--- src/design/fsqrt_pkg.sv ---
// Shared types and constants for the single-precision square root core.
// No dependencies.
package fsqrt_pkg;

  localparam int unsigned RootBits  = 25;  // 24 significand bits plus round bit
  localparam int unsigned RadBits   = 50;  // scaled significand width
  localparam int unsigned RemBits   = 27;  // partial remainder width
  localparam int unsigned CellCount = RootBits;
  localparam int unsigned CntBits   = 5;

  typedef enum logic [1:0] {
    ST_IDLE,
    ST_RUN,
    ST_DONE
  } state_t;

  // Data that moves from one recurrence cell to the next.
  typedef struct packed {
    logic [RadBits-1:0] rad;
    logic [RemBits-1:0] rem;
    logic [RootBits-1:0] root;
  } cell_data_t;

endpackage

--- src/design/float_square_root_core.sv ---
// Top level of the single-precision square root core.
// Depends on fsqrt_pkg and fsqrt_chain.
//
// Usage: an item on the in_ channel carries one binary32 operand in
// in_tdata. The result item on the out_ channel carries the rounded root in
// out_tdata and the domain error flag in out_tuser.
// The block works on one item at a time. After acceptance it unpacks and
// normalizes the operand and loads it into a chain of 25 recurrence cells
// (one root bit per cell), walks the item once around that chain, and then
// rounds the result into the output register. in_tready is high only while
// the core is idle, so no new item is accepted until the last result has
// been taken.
// Special operands (NaN, infinity, zero, negative) still take the same path.
// The result sits in an output register until taken; while the receiver
// stalls, no new item is accepted. Synchronous active-low reset returns the
// core to idle with no result pending.
module float_square_root_core (
  input  logic        clk,
  input  logic        rst_n,
  input  logic        in_tvalid,
  output logic        in_tready,
  input  logic [31:0] in_tdata,   // [31:0] operand_bits
  output logic        out_tvalid,
  input  logic        out_tready,
  output logic [31:0] out_tdata,  // [31:0] root_bits
  output logic        out_tuser   // [0] domain_error
);

  fsqrt_pkg::state_t state_r, state_nxt;
  logic [fsqrt_pkg::CntBits-1:0] cnt_r, cnt_nxt;
  logic load, step, prep_r, prep_nxt, fin;

  // Operand captured at acceptance.
  logic [31:0] x_r;
  // Classification and exponent held for the rounding step.
  logic        spec_r, err_r;
  logic [31:0] spec_val_r;
  logic signed [9:0] rexp_r;
  logic [31:0] root_r, root_nxt;
  logic        derr_r, derr_nxt;

  // Normalization of the captured operand.
  logic [7:0]  bexp;
  logic [22:0] mant;
  logic [23:0] m;
  logic [4:0]  lz;
  logic signed [9:0] e;
  logic [5:0]  shamt;
  fsqrt_pkg::cell_data_t load_data, result;

  always_comb begin
    bexp = x_r[30:23];
    mant = x_r[22:0];
    lz = 5'd0;
    for (int i = 22; i >= 0; i--) begin
      if (mant[i] && lz == 5'd0 && (mant >> (i + 1)) == 23'd0) begin
        lz = 5'(22 - i);
      end
    end
    if (bexp == 8'd0) begin
      m = 24'(mant) << (lz + 5'd1);
      e = -10'sd149 - 10'(lz) - 10'sd1;
    end else begin
      m = {1'b1, mant};
      e = 10'(bexp) - 10'sd150;
    end
    shamt = e[0] ? 6'd25 : 6'd26;
    load_data.rad  = fsqrt_pkg::RadBits'(m) << shamt;
    load_data.rem  = '0;
    load_data.root = '0;
  end

  fsqrt_chain u_chain (
    .clk       (clk),
    .load      (load),
    .step      (step),
    .load_data (load_data),
    .result    (result)
  );

  always_ff @(posedge clk) begin
    if (!rst_n) begin
      state_r <= fsqrt_pkg::ST_IDLE;
      cnt_r   <= '0;
      prep_r  <= 1'b0;
    end else begin
      state_r <= state_nxt;
      cnt_r   <= cnt_nxt;
      prep_r  <= prep_nxt;
    end
  end

  always_comb begin
    state_nxt = state_r;
    cnt_nxt   = cnt_r;
    prep_nxt  = 1'b0;
    load      = 1'b0;
    step      = 1'b0;
    fin       = 1'b0;
    in_tready = 1'b0;
    out_tvalid = 1'b0;
    case (state_r)
      fsqrt_pkg::ST_IDLE: begin
        in_tready = 1'b1;
        if (in_tvalid) begin
          prep_nxt  = 1'b1;
          state_nxt = fsqrt_pkg::ST_RUN;
          cnt_nxt   = '0;
        end
      end
      fsqrt_pkg::ST_RUN: begin
        if (prep_r) begin
          load = 1'b1;
        end else if (cnt_r == fsqrt_pkg::CntBits'(fsqrt_pkg::CellCount)) begin
          fin = 1'b1;
          state_nxt = fsqrt_pkg::ST_DONE;
        end else begin
          step = 1'b1;
          cnt_nxt = cnt_r + 1'b1;
        end
      end
      fsqrt_pkg::ST_DONE: begin
        out_tvalid = 1'b1;
        if (out_tready) begin
          state_nxt = fsqrt_pkg::ST_IDLE;
        end
      end
      default: state_nxt = fsqrt_pkg::ST_IDLE;
    endcase
  end

  // Capture the operand and, on the load cycle, its class and exponent.
  always_ff @(posedge clk) begin
    if (in_tvalid && in_tready) begin
      x_r <= in_tdata;
    end
    if (load) begin
      if (bexp == 8'hFF && mant != 23'd0) begin
        spec_r     <= 1'b1;
        err_r      <= 1'b0;
        spec_val_r <= x_r | 32'h0040_0000;
      end else if ((bexp == 8'd0 && mant == 23'd0) || x_r[31]) begin
        spec_r     <= 1'b1;
        err_r      <= 1'b1;
        spec_val_r <= '0;
      end else if (bexp == 8'hFF) begin
        spec_r     <= 1'b1;
        err_r      <= 1'b0;
        spec_val_r <= 32'h7F80_0000;
      end else begin
        spec_r     <= 1'b0;
        err_r      <= 1'b0;
        spec_val_r <= '0;
      end
      rexp_r <= 10'sd151 + ((e - $signed(10'(shamt))) >>> 1);
    end
    root_r <= root_nxt;
    derr_r <= derr_nxt;
  end

  // Round to nearest even using the round bit and the remainder as sticky.
  logic [24:0] sig;
  logic [9:0]  rexp;
  always_comb begin
    root_nxt = root_r;
    derr_nxt = derr_r;
    sig  = {1'b0, result.root[24:1]};
    rexp = rexp_r;
    if (result.root[0] && (result.rem != '0 || result.root[1])) begin
      sig = sig + 25'd1;
      if (sig[24]) begin
        sig  = sig >> 1;
        rexp = rexp + 10'd1;
      end
    end
    if (fin) begin
      derr_nxt = err_r;
      root_nxt = spec_r ? spec_val_r : {rexp[8:0], sig[22:0]};
    end
  end

  assign out_tdata = root_r;
  assign out_tuser = derr_r;

`ifndef ASSERT_OFF
  a_ready_only_idle: assert property (@(posedge clk) disable iff (!rst_n)
    in_tready |-> !out_tvalid)
    else $error("input ready while a result is pending");
  a_err_zero: assert property (@(posedge clk) disable iff (!rst_n)
    (out_tvalid && out_tuser) |-> (out_tdata == 32'd0))
    else $error("domain error with nonzero root");
  a_accept_runs: assert property (@(posedge clk) disable iff (!rst_n)
    (in_tvalid && in_tready) |=> (state_r == fsqrt_pkg::ST_RUN && prep_r))
    else $error("accepted item did not start");
`endif

endmodule

--- src/design/fsqrt_cell.sv ---
// One digit-recurrence step of the integer square root.
// Depends on fsqrt_pkg.
module fsqrt_cell (
  input  logic                   clk,
  input  logic                   load,
  input  logic                   step,
  input  fsqrt_pkg::cell_data_t  load_data,
  input  fsqrt_pkg::cell_data_t  prev_data,
  output fsqrt_pkg::cell_data_t  data
);

  fsqrt_pkg::cell_data_t data_r;
  fsqrt_pkg::cell_data_t data_nxt;
  logic [fsqrt_pkg::RemBits-1:0] trial;
  logic [fsqrt_pkg::RemBits:0]   diff;

  // Bring down two radicand bits and try root*4+1.
  always_comb begin
    trial = {prev_data.rem[fsqrt_pkg::RemBits-3:0],
             prev_data.rad[fsqrt_pkg::RadBits-1 -: 2]};
    diff  = {1'b0, trial} - {1'b0, prev_data.root, 2'b01};
    data_nxt.rad = {prev_data.rad[fsqrt_pkg::RadBits-3:0], 2'b00};
    if (!diff[fsqrt_pkg::RemBits]) begin
      data_nxt.rem  = diff[fsqrt_pkg::RemBits-1:0];
      data_nxt.root = {prev_data.root[fsqrt_pkg::RootBits-2:0], 1'b1};
    end else begin
      data_nxt.rem  = trial;
      data_nxt.root = {prev_data.root[fsqrt_pkg::RootBits-2:0], 1'b0};
    end
  end

  always_ff @(posedge clk) begin
    if (load) begin
      data_r <= load_data;
    end else if (step) begin
      data_r <= data_nxt;
    end
  end

  assign data = data_r;

endmodule

--- src/design/fsqrt_chain.sv ---
// Ring of recurrence cells; the item circulates one cell per cycle while step is high.
// Depends on fsqrt_pkg and fsqrt_cell.
module fsqrt_chain (
  input  logic                   clk,
  input  logic                   load,
  input  logic                   step,
  input  fsqrt_pkg::cell_data_t  load_data,
  output fsqrt_pkg::cell_data_t  result
);

  fsqrt_pkg::cell_data_t links [fsqrt_pkg::CellCount];

  // Cell 0 is loaded; each cell hands its value forward on every step, so after
  // CellCount steps the item has gone once around the ring and sits in cell 0
  // again with every recurrence step applied.
  for (genvar i = 0; i < fsqrt_pkg::CellCount; i++) begin : g_cell
    fsqrt_cell u_cell (
      .clk       (clk),
      .load      (load && (i == 0)),
      .step      (step),
      .load_data (load_data),
      .prev_data ((i == 0) ? links[fsqrt_pkg::CellCount-1] : links[(i == 0) ? 0 : i-1]),
      .data      (links[i])
    );
  end

  assign result = links[0];

endmodule

--- config.mk ---
export PLATFORM = sky130hd
export DESIGN_NAME = float_square_root_core
export DESIGN_NICKNAME = d
export VERILOG_FILES = /design/src/design/fsqrt_pkg.sv /design/src/design/float_square_root_core.sv /design/src/design/fsqrt_cell.sv /design/src/design/fsqrt_chain.sv
export SDC_FILE = /design/constraint.sdc
export NUM_CORES = 2
export LEC_CHECK = 0
export BUFFER_PORTS_ARGS = -buffer_cell sky130_fd_sc_hd__buf_2
export CORE_MARGIN = 1
export CORE_UTILIZATION = 45
export DETAILED_ROUTE_END_ITERATION = 7
export GPL_TIMING_DRIVEN = 0
export PLACE_DENSITY = 0.57
export SKIP_LAST_GASP = 1
export SYNTH_ARGS = -nofsm -noshare
export SYNTH_HDL_FRONTEND = slang
export SYNTH_SLANG_ARGS = --single-unit
export TNS_END_PERCENT = 30
--- constraint.sdc ---
create_clock -name clk -period 54.2 [get_ports clk]
set_clock_uncertainty 0.15 [all_clocks]
set_input_delay 0 -clock clk [delete_from_list [all_inputs] [get_ports clk]]
set_output_delay 0 -clock clk [all_outputs]
set_load 0.01 [all_outputs]
==> impl_summary.md <==
Run status
The flow ran to the end, and the final reports show no timing, DRC or antenna violations.

Global route
The met2 routing resource usage after global routing is 35.34%. The total overflow left after global routing is 0. The first-pass GRT wire length is 314900 µm.

The global routing usage on met3 is 2.966%. Across every metal layer, demand over resource in global routing totals 21.09%. The global routing met1 resource utilization is 28.36%. The most crowded layer after global routing is met2. The pin count of the biggest net entering global routing is 72. The number of global-route vias before repair is 56150.

The number of antenna violations at the first check in global routing was 3.

Synth
sky130_fd_sc_hd__edfxtp_1 takes more of the synthesized area than any other cell. The flip-flop and latch count after synthesis is 1536. A synthesized cell averages 11.28 µm². Yosys attributes the largest share of cell area to sky130_fd_sc_hd__edfxtp_1 53%, sky130_fd_sc_hd__ha_1 9.4%, sky130_fd_sc_hd__inv_1 3.5%. Yosys mapped the design onto 96 distinct sky130hd cell types. The cell count after synthesis is 7489. Summed over its instances, the top area cell type makes up 52.59% of the synthesized netlist area. Of the synthesized area, sequential elements account for 53.94%.

The fraction of synthesis flops using an asynchronous set or reset pin is 0%. The predominant post-synthesis flop cell is sky130_fd_sc_hd__edfxtp_1. In this run, synthesis inferred 1479 flip-flops with an integrated enable. For this run, the number of Yosys warnings is 0. The synthesized netlist occupies a cell area of 0.08445 mm².

Worst setup path
The signal arrival time at the worst endpoint is 6.83 ns. By startpoint and endpoint, the worst setup path is classified as reg -> reg. The worst setup path is captured at a register. The count of buffering cells on the critical path with inverters included is 9. The slowest stage of the critical path belongs to the cell sky130_fd_sc_hd__o21ai_0.

The setup check on the worst reg-to-reg path leaves a slack of 47.76 ns. The startpoint class of the critical path is a register. The largest single stage delay on the critical path is 0.76 ns.

The largest delay contributor family on the critical path is buffers and inverters. The reg-to-reg critical path endpoint is rexp_r[6]. Counting cells, the worst reg-to-reg path comes to 23.

The beginning of the worst register-to-register path is x_r[6]. The highest fanout seen on the critical path is 10. Traced cell by cell, the critical path runs through clkbuf_1, or4_1, nor2_1, nand4_1, nand4bb_1, buf_6, buf_8, buf_6, ha_1, clkbuf_1, inv_1, buf_2, o21ai_0, inv_1, ha_1, clkbuf_1, nor2_1, and2_1, nor2_1, xnor2_1, nor3_1, o32ai_1, xor2_1. The data required time at the worst endpoint is 54.59 ns.

Min path
The path with the worst hold slack has its endpoint at cnt_r[0]. The tightest min-delay check is of the in -> reg type. The launch instance of the worst min-delay path is in_tvalid.

The worst hold path passes through 6 cells.

Cells and area
The area growth from synthesis to layout is 12.41%. After routing the design area is 0.09493 mm². The share of cells above drive strength 1 is 8.079%. The library cells used most frequently in the layout, excluding fill and tap cells, are 1479 x sky130_fd_sc_hd__edfxtp_1, 794 x sky130_fd_sc_hd__inv_1, 635 x sky130_fd_sc_hd__ha_1. Cells fill 51.08% of the core in the end. The post-layout net count is 8525. The leading cell type in the layout, fill and taps excluded is sky130_fd_sc_hd__edfxtp_1.

Drt
After the first detailed-routing iteration, the DRC count stood at 3905. The total via count after detailed routing is 57050. The number of DRC violations after detailed routing is 0. After detailed routing, the number of vias per cell comes to 5.451. For this run, the detailed router's first-pass iteration total came to 5. The final antenna-violating net count is 0. In the final routed layout, each cell accounts on average for 19.38 µm. The total wirelength of the detailed-routed design is 202800 µm.

Place
During placement, the flow inserted port buffers numbering 70. Routability-driven placement finished with a final weighted congestion of 0.8945. The post-detailed-placement cell area is 0.08861 mm². Once detailed placement completed, the half-perimeter wirelength came to 153600 µm.

STA
The sum of negative setup slack is 0 ns. The final number of setup-violating endpoints is 0. Dividing the final minimum period by the clock period gives 11.88%. The final hold violation count is 0.

For the pin with the worst max-slew slack, the measured transition is 1.395 ns. In this run the tightest slew margin relative to its limit is 6.192%. The max-slew violation count is 0.

Timing would allow up to 155.3 MHz. The worst hold-check slack is 0.1505 ns. The final critical path time including I/O delays and setup is 6.437 ns. Setup repair after global routing left no endpoint under its margin.

Die
The initial utilization of the core area, before any placement, comes to 45.45%. The die is 435.2 µm wide. The area of the die is 0.1894 mm². 71 I/O pins were placed. The cell row count is 158. From bottom edge to top edge, the die measures 435.2 µm. In this run the standard cell core region covers 0.1858 mm².

Clocking
The tree is rooted in a sky130_fd_sc_hd__clkbuf_16. The post-CTS setup-driven buffer insertion count is 0. After clock tree synthesis, the clock-pin slew on the worst setup and hold paths is 0.06 ns. TritonCTS built the clock tree.

No sink is reached through more buffers than the 3 on the longest clock path. The count of hold buffers inserted by post-cts repair is 71. The H-tree generated during clock tree synthesis spans 4 levels.

The number of buffers created by CTS is 173. In this run, post-CTS repair resized a total of 0 instances. Clock latency on the worst-skew pair, taken at its later pin, is 0.82 ns. Clock tree synthesis found a total of 1536 sinks.

Power
In this run the static leakage power is 38.48 nW. The power density of the placed cells is 39.31 mW/mm². The worst ir drop on vdd is 0.00002687 V.

Flow run
The number of max-capacitance violations reported is 0.
layout make-up:
cell class / instances / area [µm²]
Inverter: 796 / 2988
Clock buffer: 215 / 4487
Sequential cell: 1536 / 45550
Fill cell: 16510 / 90900
Multi-Input combinational cell: 5001 / 35210
Timing Repair Buffer: 169 / 1723
Tap cell: 2480 / 3103
Clock inverter: 101 / 1111
Antenna cell: 2 / 5.005
Buffer: 166 / 744.5
worst min-delay path, cell delays in order:
cell and delay [ns]:
sky130_fd_sc_hd__dlygate4sd3_1 0.54, sky130_fd_sc_hd__buf_2 0.13, sky130_fd_sc_hd__nand2b_1 0.06, sky130_fd_sc_hd__a21oi_1 0.13, sky130_fd_sc_hd__nand2_1 0.09, sky130_fd_sc_hd__o211a_1 0.13
Yosys cell counts (46+ instances only):
master and instances:
sky130_fd_sc_hd__xor2_1 249, sky130_fd_sc_hd__a211oi_1 64, sky130_fd_sc_hd__nor2b_1 96, sky130_fd_sc_hd__nand2_1 516, sky130_fd_sc_hd__nor3_1 153, sky130_fd_sc_hd__ha_1 635, sky130_fd_sc_hd__nand2b_1 106, sky130_fd_sc_hd__or3_1 57
sky130_fd_sc_hd__mux2i_1 50, sky130_fd_sc_hd__nor2_1 481, sky130_fd_sc_hd__xnor2_1 280, sky130_fd_sc_hd__nand3_1 77, sky130_fd_sc_hd__mux2_2 148, sky130_fd_sc_hd__clkbuf_1 104, sky130_fd_sc_hd__o211ai_1 47, sky130_fd_sc_hd__o21a_1 80
sky130_fd_sc_hd__buf_2 46, sky130_fd_sc_hd__dfxtp_1 57, sky130_fd_sc_hd__inv_1 795, sky130_fd_sc_hd__a21oi_1 584, sky130_fd_sc_hd__a21o_1 207, sky130_fd_sc_hd__o21ai_0 521, sky130_fd_sc_hd__edfxtp_1 1479
metrics by stage:
stage / worst slack [ns] / power [mW] / instances
2_1_floorplan: 14.32 / 2.444 / 7499
3_3_place_gp: 0.009045 / 2.756 / 10050
3_5_place_dp: 47.77 / 2.580 / 10080
4_1_cts: 47.73 / 3.762 / 10460
5_1_grt: 47.25 / 3.932 / 10460
6_report: 47.76 / 3.731 / 10470
per-layer routing:
| metal | vias to the layer above | part of all wire [%] |
|---|---|---|
| met5 | - | 0.0059 |
| met4 | 2 | 2.5 |
| met3 | 299 | 4.2 |
| met2 | 1130 | 47 |
| met1 | 27630 | 46 |
| li1 | 27990 | - |
worst max-delay path by stage:
stage / start / end / slack (ns) / cells after the start
floorplan: cnt_r[1] / u_chain.g_cell[10].u_cell.data[0] / 14.32 / 7
global placement: cnt_r[1] / u_chain.g_cell[12].u_cell.data[24] / 0.009 / 7
detailed placement: x_r[6] / rexp_r[5] / 47.77 / 21
CTS: x_r[6] / rexp_r[5] / 47.73 / 21
global route: x_r[22] / rexp_r[7] / 47.25 / 20
finish: x_r[6] / rexp_r[6] / 47.76 / 23
registers in the layout, indices dropped and copies added, names as in the netlist:
name / cells
err_r: 1
rexp_r: 9
x_r: 32
out_tdata: 32
out_tuser: 1
u_chain.g_cell.u_cell.data: 1420
state_r: 2
cnt_r: 5
prep_r: 1
spec_r: 1
spec_val_r: 32
report_power, final:
part | switching [mW] | internal, mW
sequential | 0.0867 | 1.49
combinational | 0.585 | 0.413
clock | 0.488 | 0.673
cell families after synthesis:
| family | share of synthesized area (%) |
|---|---|
| AND/OR/NAND/NOR | 9.377 |
| AO/OA/AOI/OAI | 13.87 |
| XOR/XNOR | 5.519 |
| other | 0.008893 |
| flip-flops | 53.94 |
| adder cells (fa/ha/maj) | 9.682 |
| multiplexers | 3.187 |
| buffers and inverters | 4.414 |
Power figures use the tool's default switching activity.
